## config.mk

```make
export PLATFORM = sky130hd
export DESIGN_NAME = pixel_blend_arithmetic_unit_core
export DESIGN_NICKNAME = d
export VERILOG_FILES = /design/src/hw/rtl/pbau_pkg.sv /design/src/hw/rtl/pbau_cfg_regs.sv /design/src/hw/rtl/pbau_alu.sv /design/src/hw/rtl/pixel_blend_arithmetic_unit_core.sv
export SDC_FILE = /design/constraint.sdc
export NUM_CORES = 1
export LEC_CHECK = 0
export BUFFER_PORTS_ARGS = -buffer_cell sky130_fd_sc_hd__buf_2
export CORE_MARGIN = 3
export CORE_UTILIZATION = 60
export CTS_CLUSTER_DIAMETER = 80
export DETAILED_ROUTE_END_ITERATION = 16
export MAX_ROUTING_LAYER = met4
export PLACE_DENSITY = 0.83
export SKIP_LAST_GASP = 1
export SLEW_MARGIN = 20
export SYNTH_ARGS = -nofsm -noshare
export SYNTH_HDL_FRONTEND = slang
export SYNTH_SLANG_ARGS = --single-unit
```

## constraint.sdc

```tcl
create_clock -name clk -period 12.3 [get_ports clk]
set_input_delay 0.615 -clock clk [delete_from_list [all_inputs] [get_ports clk]]
set_output_delay 0.615 -clock clk [all_outputs]
set_load 0.005 [all_outputs]
```

## src/hw/rtl/pbau_pkg.sv

```systemverilog
`timescale 1ns / 1ps
// ----------------------------------------------------------------------------
// pbau_pkg
// Shared types and constants of the pixel blend arithmetic unit.
// ----------------------------------------------------------------------------
package pbau_pkg;

  localparam int CHANNEL_BITS = 8;
  localparam int FACTOR_BITS  = 12;
  localparam int FRAC_BITS    = 8;
  localparam int UNIT_BITS    = FRAC_BITS + 1;
  localparam int SUM_BITS     = CHANNEL_BITS + FACTOR_BITS + 3;
  localparam int ADDR_BITS    = 3;
  localparam int DATA_BITS    = 32;

  localparam logic [CHANNEL_BITS-1:0] MAXV = {CHANNEL_BITS{1'b1}};
  localparam logic [UNIT_BITS-1:0]    Q_ONE = UNIT_BITS'(1 << FRAC_BITS);

  typedef enum logic [3:0] {
    OP_BLEND   = 4'd0,
    OP_ABSDIFF = 4'd1,
    OP_MAX     = 4'd2,
    OP_MIN     = 4'd3,
    OP_OR      = 4'd4,
    OP_AND     = 4'd5,
    OP_XOR     = 4'd6,
    OP_NEGATE  = 4'd7,
    OP_DARKEN  = 4'd8,
    OP_LIGHTEN = 4'd9
  } op_t;

  typedef enum logic [0:0] {
    REG_OPERATION    = 1'd0,
    REG_BLEND_FACTOR = 1'd1
  } reg_index_t;

  typedef struct packed {
    logic [3:0]                    operation;
    logic signed [FACTOR_BITS-1:0] blend_factor;
  } cfg_t;

  typedef struct packed {
    logic [CHANNEL_BITS-1:0] pixel;
    logic                    clipped;
  } result_t;

endpackage

```

## src/hw/rtl/pbau_cfg_regs.sv

```systemverilog
`timescale 1ns / 1ps
// ----------------------------------------------------------------------------
// pbau_cfg_regs
// APB-style register file holding the operation code and the blend factor.
// ----------------------------------------------------------------------------
module pbau_cfg_regs
  import pbau_pkg::*;
(
  input  logic                 clk,
  input  logic                 rst,
  input  logic                 psel,
  input  logic                 penable,
  input  logic                 pwrite,
  input  logic [ADDR_BITS-1:0] paddr,
  input  logic [DATA_BITS-1:0] pwdata,
  output logic [DATA_BITS-1:0] prdata,
  output logic                 pready,
  output cfg_t                 cfg
);

  cfg_t       regs;
  logic       wr_en;
  reg_index_t index;

  assign pready = 1'b1;
  assign wr_en  = psel && penable && pwrite && pready;
  assign index  = reg_index_t'(paddr[2]);
  assign cfg    = regs;

  always_ff @(posedge clk) begin
    if (rst) begin
      regs.operation    <= OP_BLEND;
      regs.blend_factor <= '0;
    end else if (wr_en) begin
      unique case (index)
        REG_OPERATION:    regs.operation    <= pwdata[3:0];
        REG_BLEND_FACTOR: regs.blend_factor <= $signed(pwdata[FACTOR_BITS-1:0]);
        default: ;
      endcase
    end
  end

  always_comb begin
    prdata = '0;
    unique case (index)
      REG_OPERATION:    prdata = DATA_BITS'(regs.operation);
      REG_BLEND_FACTOR: prdata = DATA_BITS'(unsigned'(regs.blend_factor));
      default:          prdata = '0;
    endcase
  end

endmodule

```

## src/hw/rtl/pbau_alu.sv

```systemverilog
`timescale 1ns / 1ps
// ----------------------------------------------------------------------------
// pbau_alu
// Single-pass datapath computing one result channel from a pixel pair.
// ----------------------------------------------------------------------------
module pbau_alu
  import pbau_pkg::*;
(
  input  logic [CHANNEL_BITS-1:0] a,
  input  logic [CHANNEL_BITS-1:0] b,
  input  cfg_t                    cfg,
  output result_t                 result
);

  localparam logic signed [SUM_BITS-1:0] ONE_S     = SUM_BITS'(1 << FRAC_BITS);
  localparam logic signed [SUM_BITS-1:0] LOW_LIMIT = -SUM_BITS'((1 << FRAC_BITS) - 1);

  logic signed [FACTOR_BITS-1:0]  f;
  logic                           f_neg;
  logic                           f_over;
  logic [CHANNEL_BITS-1:0]        op_a;
  logic [CHANNEL_BITS-1:0]        op_b;
  logic signed [SUM_BITS-1:0]     ea;
  logic signed [SUM_BITS-1:0]     eb;
  logic signed [SUM_BITS-1:0]     ef;
  logic signed [SUM_BITS-1:0]     eg;
  logic signed [SUM_BITS-1:0]     sum;
  logic [CHANNEL_BITS-1:0]        blend_pixel;
  logic                           blend_clip;
  logic [UNIT_BITS-1:0]           fu;
  logic [CHANNEL_BITS+UNIT_BITS-1:0] dark_prod;
  logic [CHANNEL_BITS+UNIT_BITS-1:0] light_prod;

  assign f      = cfg.blend_factor;
  assign f_neg  = f[FACTOR_BITS-1];
  assign f_over = !f_neg && (f > $signed(FACTOR_BITS'(Q_ONE)));

  always_comb begin
    op_a = f_over ? MAXV - a : a;
    op_b = f_neg ? MAXV - b : b;
    ea   = $signed({{(SUM_BITS-CHANNEL_BITS){1'b0}}, op_a});
    eb   = $signed({{(SUM_BITS-CHANNEL_BITS){1'b0}}, op_b});
    ef   = {{(SUM_BITS-FACTOR_BITS){f[FACTOR_BITS-1]}}, f};
    eg   = ONE_S - ef;
    sum  = ea * eg + eb * ef;

    blend_clip  = 1'b0;
    blend_pixel = sum[CHANNEL_BITS+FRAC_BITS-1:FRAC_BITS];
    if (f == '0) begin
      blend_pixel = a;
    end else if (f == $signed(FACTOR_BITS'(Q_ONE))) begin
      blend_pixel = b;
    end else if (sum < LOW_LIMIT) begin
      blend_pixel = '0;
      blend_clip  = 1'b1;
    end else if (sum[SUM_BITS-1]) begin
      blend_pixel = '0;
    end else if (sum[SUM_BITS-1:CHANNEL_BITS+FRAC_BITS] != '0) begin
      blend_pixel = MAXV;
      blend_clip  = 1'b1;
    end
  end

  always_comb begin
    if (f_neg) begin
      fu = '0;
    end else if (f_over) begin
      fu = Q_ONE;
    end else begin
      fu = f[UNIT_BITS-1:0];
    end
    dark_prod  = (CHANNEL_BITS+UNIT_BITS)'(a) * (CHANNEL_BITS+UNIT_BITS)'(Q_ONE - fu);
    light_prod = (CHANNEL_BITS+UNIT_BITS)'(MAXV - a) * (CHANNEL_BITS+UNIT_BITS)'(fu);
  end

  always_comb begin
    result.clipped = 1'b0;
    case (cfg.operation)
      OP_BLEND: begin
        result.pixel   = blend_pixel;
        result.clipped = blend_clip;
      end
      OP_ABSDIFF: result.pixel = (a > b) ? a - b : b - a;
      OP_MAX:     result.pixel = (a > b) ? a : b;
      OP_MIN:     result.pixel = (a < b) ? a : b;
      OP_OR:      result.pixel = a | b;
      OP_AND:     result.pixel = a & b;
      OP_XOR:     result.pixel = a ^ b;
      OP_NEGATE:  result.pixel = ~a;
      OP_DARKEN:  result.pixel = dark_prod[CHANNEL_BITS+FRAC_BITS-1:FRAC_BITS];
      OP_LIGHTEN: result.pixel = a + light_prod[CHANNEL_BITS+FRAC_BITS-1:FRAC_BITS];
      default:    result.pixel = a;
    endcase
  end

endmodule

```

## src/hw/rtl/pixel_blend_arithmetic_unit_core.sv

```systemverilog
`timescale 1ns / 1ps
// ----------------------------------------------------------------------------
// pixel_blend_arithmetic_unit_core
// Combines a channel of image A with a channel of image B per the configured
// operation: blend, difference, max, min, logic ops, negate, darken, lighten.
//
// Usage:
// The input channel carries pixel_a and pixel_b under in_valid/in_ready; the
// output channel carries pixel_out and clipped under out_valid/out_ready.
// Operation and blend factor are set through the APB-style port, register 0
// at byte address 0 and register 1 at byte address 4, while the unit is idle.
// Each accepted beat is captured in an input register, passes through one
// combinational arithmetic stage and lands in the result register, where
// it is offered on the output channel. One beat can be accepted every
// cycle while out_ready is high; throughput is then one result per clock,
// set by the single-pass datapath between the two registers.
// When out_ready is low, the result register holds its beat and the input
// register keeps one more; in_ready then drops until the output drains.
// Synchronous reset empties both registers and returns operation and blend
// factor to zero.
// ----------------------------------------------------------------------------
module pixel_blend_arithmetic_unit_core
  import pbau_pkg::*;
(
  input  logic                    clk,
  input  logic                    rst,
  input  logic                    psel,
  input  logic                    penable,
  input  logic                    pwrite,
  input  logic [ADDR_BITS-1:0]    paddr,
  input  logic [DATA_BITS-1:0]    pwdata,
  output logic [DATA_BITS-1:0]    prdata,
  output logic                    pready,
  input  logic                    in_valid,
  output logic                    in_ready,
  input  logic [CHANNEL_BITS-1:0] pixel_a,
  input  logic [CHANNEL_BITS-1:0] pixel_b,
  output logic                    out_valid,
  input  logic                    out_ready,
  output logic [CHANNEL_BITS-1:0] pixel_out,
  output logic                    clipped
);

  cfg_t                    cfg;
  result_t                 alu_result;
  logic                    stage_valid;
  logic [CHANNEL_BITS-1:0] stage_a;
  logic [CHANNEL_BITS-1:0] stage_b;
  logic                    res_valid;
  result_t                 res;
  logic                    res_load;

  pbau_cfg_regs u_cfg_regs (
    .clk     (clk),
    .rst     (rst),
    .psel    (psel),
    .penable (penable),
    .pwrite  (pwrite),
    .paddr   (paddr),
    .pwdata  (pwdata),
    .prdata  (prdata),
    .pready  (pready),
    .cfg     (cfg)
  );

  pbau_alu u_alu (
    .a      (stage_a),
    .b      (stage_b),
    .cfg    (cfg),
    .result (alu_result)
  );

  assign res_load = !res_valid || out_ready;
  assign in_ready = !stage_valid || res_load;

  always_ff @(posedge clk) begin
    if (rst) begin
      stage_valid <= 1'b0;
      res_valid   <= 1'b0;
    end else begin
      if (in_ready) begin
        stage_valid <= in_valid;
      end
      if (res_load) begin
        res_valid <= stage_valid;
      end
    end
  end

  always_ff @(posedge clk) begin
    if (in_ready && in_valid) begin
      stage_a <= pixel_a;
      stage_b <= pixel_b;
    end
    if (res_load && stage_valid) begin
      res <= alu_result;
    end
  end

  assign out_valid = res_valid;
  assign pixel_out = res.pixel;
  assign clipped   = res.clipped;

endmodule
```

Yosys cells after proc, flatten, opt, wreduce, memory -nomap -nowiden
Index checks and enable logic that the tools add are counted.
{"block": "totals", "output_inout_bits": 44, "latchBits": 0, "ram_bits": 0, "romBits": 0, "reg_bits": 43, "input_bits": 58, "memories": 0}
{"block": "op_classes", "n_shift": 0, "n_div": 0, "n_bitwise": 6, "mux": 17, "n_lt_le_gt_ge": 4, "n_addsub": 9, "n_mul": 4, "n_eq_ne": 10, "reduce_logical": 16}
{"operator": "2-to-1 mux 8 bit", "n": 10}
{"operator": "one-hot mux 8 bit (10 select lines)", "n": 1}
{"operator": "one-hot mux 32 bit (2 select lines)", "n": 1}
{"operator": "adder 23 bit", "n": 1}
{"operator": "< comparator 23 x 9 -> 1 bit, second input constant", "n": 1}
{"operator": "multiplier 9 x 23 -> 23 bit", "n": 1}
{"operator": "multiplier 9 x 12 -> 21 bit", "n": 1}
{"operator": "2-to-1 mux 9 bit", "n": 2}
{"operator": "multiplier 17 x 9 -> 16 bit", "n": 1}
{"operator": "multiplier 8 x 17 -> 16 bit", "n": 1}
{"operator": "== test 4 x 3 -> 1 bit, second input constant", "n": 4}
{"operator": "subtractor 8 bit", "n": 2}
{"operator": "subtractor 8 bit, first input constant", "n": 2}
{"operator": "subtractor 10 x 12 -> 13 bit, first input constant", "n": 1}
{"operator": "== test 12 x 10 -> 1 bit, second input constant", "n": 1}
{"operator": "greater-than comparator 12 x 10 -> 1 bit, second input constant", "n": 1}
{"operator": "logical NOT 12 bit", "n": 1}
{"operator": "subtractor 9 x 9 -> 10 bit, first input constant", "n": 1}
{"operator": "subtractor 8 x 8 -> 9 bit, first input constant", "n": 1}
{"operator": "adder 8 bit", "n": 1}
{"operator": "AND 8 bit", "n": 1}
{"operator": "== test 4 x 2 -> 1 bit, second input constant", "n": 2}
{"operator": "== test 4 bit, second input constant", "n": 2}
{"operator": "greater-than comparator 8 bit", "n": 1}
{"operator": "other kinds (14)", "n": 25}

Depth between registers and ports, before layout
{"block": "depth", "ltp_word": 12, "ltp_mapped": 35, "mapped_depth_nobuf": 33}

Cells and area by module
A second synthesis with hierarchy kept.
{"block": "hier_totals", "cells_unflattened": 2017, "area_unflattened_um2": 17470.5}
{"module": "pbau_alu", "area_each_um2": 15643.8, "n_inst": 1, "cells_per_inst": 1879}
{"module": "pbau_cfg_regs", "area_each_um2": 972.2, "n_inst": 1, "cells_per_inst": 103}
{"module": "pixel_blend_arithmetic_unit_core", "area_each_um2": 854.6, "n_inst": 1, "cells_per_inst": 35}

Least setup slack after synthesis
No wires, ideal clock.
{"block": "synth_path", "path_kind": "register -> register", "start": "reg u_cfg_regs.regs, in the netlist u_cfg_regs.cfg[11]", "end": "reg res, in the netlist pixel_out[3], data pin", "stages_incl_launch_ff": 29, "period_less_slack_ps": 8068, "t_required_ps": 12039, "arrival_ps": 7807, "setup_time_ps": 261, "slack_ps": 4232, "cell_sequence": "dfxtp_1 -> ha_1 -> clkbuf_1 -> nand2b_1 -> fa_1 -> inv_1 -> fa_1 -> fa_1 -> inv_1 -> fa_1 -> inv_1 -> ha_1 -> or4_1 -> o21ai_0 -> o21ai_0 -> a311oi_1 -> nor2_1 -> fa_1 -> ha_1 -> clkbuf_1 -> o21a_1 -> o21ai_0 -> or2_0 -> o31ai_1 -> a31oi_1 -> a211o_1 -> nor4_4 -> a2111oi_1 -> o32a_1"}
{"item": "start, declared", "line": "pbau_cfg_regs.sv:21", "text": "cfg_t regs;"}
{"item": "end signal, assigned", "line": "pixel_blend_arithmetic_unit_core.sv:96", "text": "res <= alu_result;"}
{"item": "end, declared", "line": "pixel_blend_arithmetic_unit_core.sv:50", "text": "result_t res;"}

==> results.sh <==
export IMPL_outcome="finished, final reports clean"
export IMPL_switching_share_pct=53.3
export IMPL_p_int_uw=734
export IMPL_slowest_delay_ns=0.89
export IMPL_grt_pass1_vias=15100
export IMPL_critPathLaunch="u_cfg_regs.cfg[11]$_SDFFE_PP0P_"
export IMPL_cts_hold_buffers=0
export IMPL_dpl_cell_area_mm2=0.0178
export IMPL_nNetsFinal=2582
export IMPL_path_clk_slew_ns=0.08
export IMPL_synth_top_area_cell="fa_1"
export IMPL_ir_worst_vdd_v=0.000182
export IMPL_yosys_top_cells_count="inv_1 (379), fa_1 (284), ha_1 (194), nor2_1 (170), nand2_1 (156)"
export IMPL_path_delay_family="adder cells"
export IMPL_post_cts_buffers=0
export IMPL_start_util_pct=61.3
export IMPL_drive_gt1_share_pct=5.52
export IMPL_p_seq_share_pct=10.9
export IMPL_r2r_cells=26
export IMPL_start_kind="flop"
export IMPL_setup_violations=0
export IMPL_min_period_ns=9.45
export IMPL_p_leak_uw=0.00914
export IMPL_path_buf_inv=3
export IMPL_stdcell_count=2425
export IMPL_synth_area_mm2=0.0171
export IMPL_crit_path_end="pixel_out[6]$_DFFE_PP_"
export IMPL_drt_iter0_drc=1201
export IMPL_firstDrtPassIters=6
export IMPL_synth_most_common_cell="inv_1"
export IMPL_grt_overflow_total=0
export IMPL_tightest_slew_ns=1.10
export IMPL_routed_wl_mm=46.4
export IMPL_max_freq_ghz=0.106
export IMPL_port_buffers=58
export IMPL_post_cts_resized=0
export IMPL_die_area_mm2=0.0306
export IMPL_die_w_um=175
export IMPL_cts_root_buf="clkbuf_16"
export IMPL_grt_setup_unrepaired="false"
export IMPL_maxSlewHeadroom_pct=26.4
export IMPL_via_per_inst=5.85
export IMPL_cp_num_cells=26
export IMPL_placed_cells=2417
export IMPL_dp_slack_ns=2.84
export IMPL_drtAntennaViolNets=0
export IMPL_grt_max_degree=31
export IMPL_period_share_pct=76.8
export IMPL_crit_type="flop to flop"
export IMPL_vias=14200
export IMPL_p_per_area_mw_per_mm2=87.5
export IMPL_core_mm2=0.0279
export IMPL_reg2reg_to="pixel_out[6]$_DFFE_PP_"
export IMPL_ys_ff_latch=43
export IMPL_crit_required_ns=12.34
export IMPL_clkSinkCount=43
export IMPL_gp_congestion=1.03
export IMPL_netlist_instances=2020
export IMPL_ys_seq_area_share_pct=6.49
export IMPL_drc=0
export IMPL_hold_violations=0
export IMPL_finalMaxSlewViolations=0
export IMPL_cts_max_level=2
export IMPL_synthFlopType="edfxtp_1"
export IMPL_fillers=2393
export IMPL_drv_max_cap_violation_count=0
export IMPL_clk_path_buf_depth=2
export IMPL_io_pins=102
export IMPL_cp_common_cell="fa_1"
export IMPL_clock_skew_ns=0.0205
export IMPL_yosysTopAreaCellShare_pct=33.2
export IMPL_crit_arrival_ns=9.49
export IMPL_dp_hpwl_mm=37.9
export IMPL_p_switching_uw=837
export IMPL_comb_power_share_pct=79.2
export IMPL_yosysUniqueCellTypes=82
export IMPL_worst_path_max_fanout=23
export IMPL_grt_pass1_wl_mm=76.4
export IMPL_synthTopCellsByArea="fa_1 (33%), ha_1 (14%), inv_1 (8.3%)"
export IMPL_die_h_um=175
export IMPL_whs_ns=0.474
export IMPL_cts_tree="built"
export IMPL_antenna_found_initial=0
export IMPL_area_growth_pct=4.75
export IMPL_final_setup_worst_slack_ns=2.85
export IMPL_timing_rr_start="u_cfg_regs.cfg[11]$_SDFFE_PP0P_"
export IMPL_antenna_cells=0
export IMPL_cts_made_buffers=5
export IMPL_synth_edf_count=25
export IMPL_clock_latency_ns=0.31
export IMPL_pwr_share_clk_pct=9.9
export IMPL_ys_warn_count=0
export IMPL_min_path_type="input port to flop"
export IMPL_setup_tns_ns=0
export IMPL_postSynthAreaPerCell_um2=8.48
export IMPL_regToRegSetupSlack_ns=2.85
export IMPL_cpMaxStageDelayCell="dfxtp_1"
export IMPL_end_kind="flop"
export IMPL_routedWlPerCell_um=19.1
export IMPL_grt_usage_pct=32.0
export IMPL_row_count=61
export IMPL_final_cell_area_mm2=0.0179
export IMPL_synth_async_reset_ratio_pct=0
per-layer routing:
metal / wire length (µm) / track usage (%) / vias to the layer above
met2: 22800 / 55.3 / 601
li1: - / - / 6440
met5: 0 / - / -
met4: 2330 / 12.6 / 0
met1: 17900 / 38.7 / 6994
met3: 3360 / 3.15 / 148
final cells by class:
| cell class | count | area (µm²) | area share, % |
|---|---|---|---|
| Sequential cell | 43 | 1110 | 6.19 |
| Inverter | 384 | 1440 | 8.03 |
| Timing Repair Buffer | 84 | 485 | 2.70 |
| Tap cell | 378 | 473 | 2.64 |
| Clock inverter | 2 | 15.0 | 0.0837 |
| Multi-Input combinational cell | 1528 | 14300 | 79.5 |
| Clock buffer | 6 | 150 | 0.837 |
sequential cells by signal (all words and copies together), names as in the netlist:
register	flops
clipped	1
out_valid	1
stage_b	8
stage_valid	1
u_cfg_regs.cfg	16
pixel_out	8
stage_a	8
kinds of logic after synthesis:
kind of cell / share of synthesized area, %
and+or+nand+nor: 17.5
buffers and inverters: 11.1
adders and majority gates: 47.4
AOI/OAI and AO/OA: 10.6
xor gates and xnor gates: 5.16
DFF: 6.49
muxes: 1.73
other: 0.0438
stage by stage:
step	total power, µW	util (%)
floorplan	1100	-
global placement	1350	63.6
detailed placement	1400	63.6
CTS	1560	64.2
global route	1720	64.2
finish	1570	64.2
worst min path at each step:
stage,depth (start not counted),to,start,slack (ns)
2_1_floorplan,2,out_valid$_SDFFE_PP0P_,stage_valid$_SDFFE_PP0N_,0.48
3_3_place_gp,2,out_valid$_SDFFE_PP0P_,stage_valid$_SDFFE_PP0N_,0.55
3_5_place_dp,2,out_valid$_SDFFE_PP0P_,stage_valid$_SDFFE_PP0N_,0.55
4_1_cts,1,stage_a[2]$_DFFE_PP_,pixel_a[2],0.48
5_1_grt,1,stage_b[7]$_DFFE_PP_,pixel_b[7],0.48
6_report,1,stage_a[2]$_DFFE_PP_,pixel_a[2],0.47
cells in the final DEF (no fill, tap or decap), types with 6 or more instances in the layout:
cell / n
inv_1: 379
fa_1: 284
ha_1: 194
nor2_1: 170
nand2_1: 156
a21oi_1: 86
xnor2_1: 66
nand3_1: 65
buf_2: 58
nor2b_1: 53
nand2b_1: 52
conb_1: 39
o21ai_0: 38
and2_1: 37
nor3_1: 28
xor2_1: 27
buf_4: 26
edfxtp_1: 25
mux2i_1: 24
dfxtp_1: 18
a21o_1: 14
o21bai_1: 13
nand4_1: 12
o21a_1: 10
a211oi_1: 9
a221oi_1: 8
o211ai_1: 7
a31oi_1: 7
o221ai_1: 7
a2111oi_0: 7
nor4_1: 6
a211o_1: 6
and4_1: 6
and3_1: 6
clkbuf_16: 6
power by group through the flow:
stage                     Clock (µW)  Combinational (µW)  Sequential (µW)
after CTS                        156                1230              170
after global routing             159                1390              171
after floorplan                    0                 925              172
after detailed placement           0                1220              174
after global placement             0                1180              173
final                            156                1240              171
worst reg2reg max path, cell delays in order, from the launching register on:
cell and delay (ns):
dfxtp_1 0.89, ha_1 0.53, nand2b_1 0.26, fa_1 0.54, inv_1 0.05, fa_1 0.50, fa_1 0.55, inv_1 0.05
fa_1 0.47, inv_1 0.04, ha_1 0.22, or4_1 0.55, o21ai_0 0.35, o21ai_0 0.23, a311oi_1 0.33, nor2_1 0.17
fa_1 0.47, ha_1 0.48, o21a_1 0.17, o21ai_0 0.10, or2_0 0.22, o31ai_1 0.38, a31oi_1 0.14, a211o_1 0.28
nor4_4 0.55, a2111oi_0 0.28, o32a_1 0.39
(Power assumes the default switching activity.)
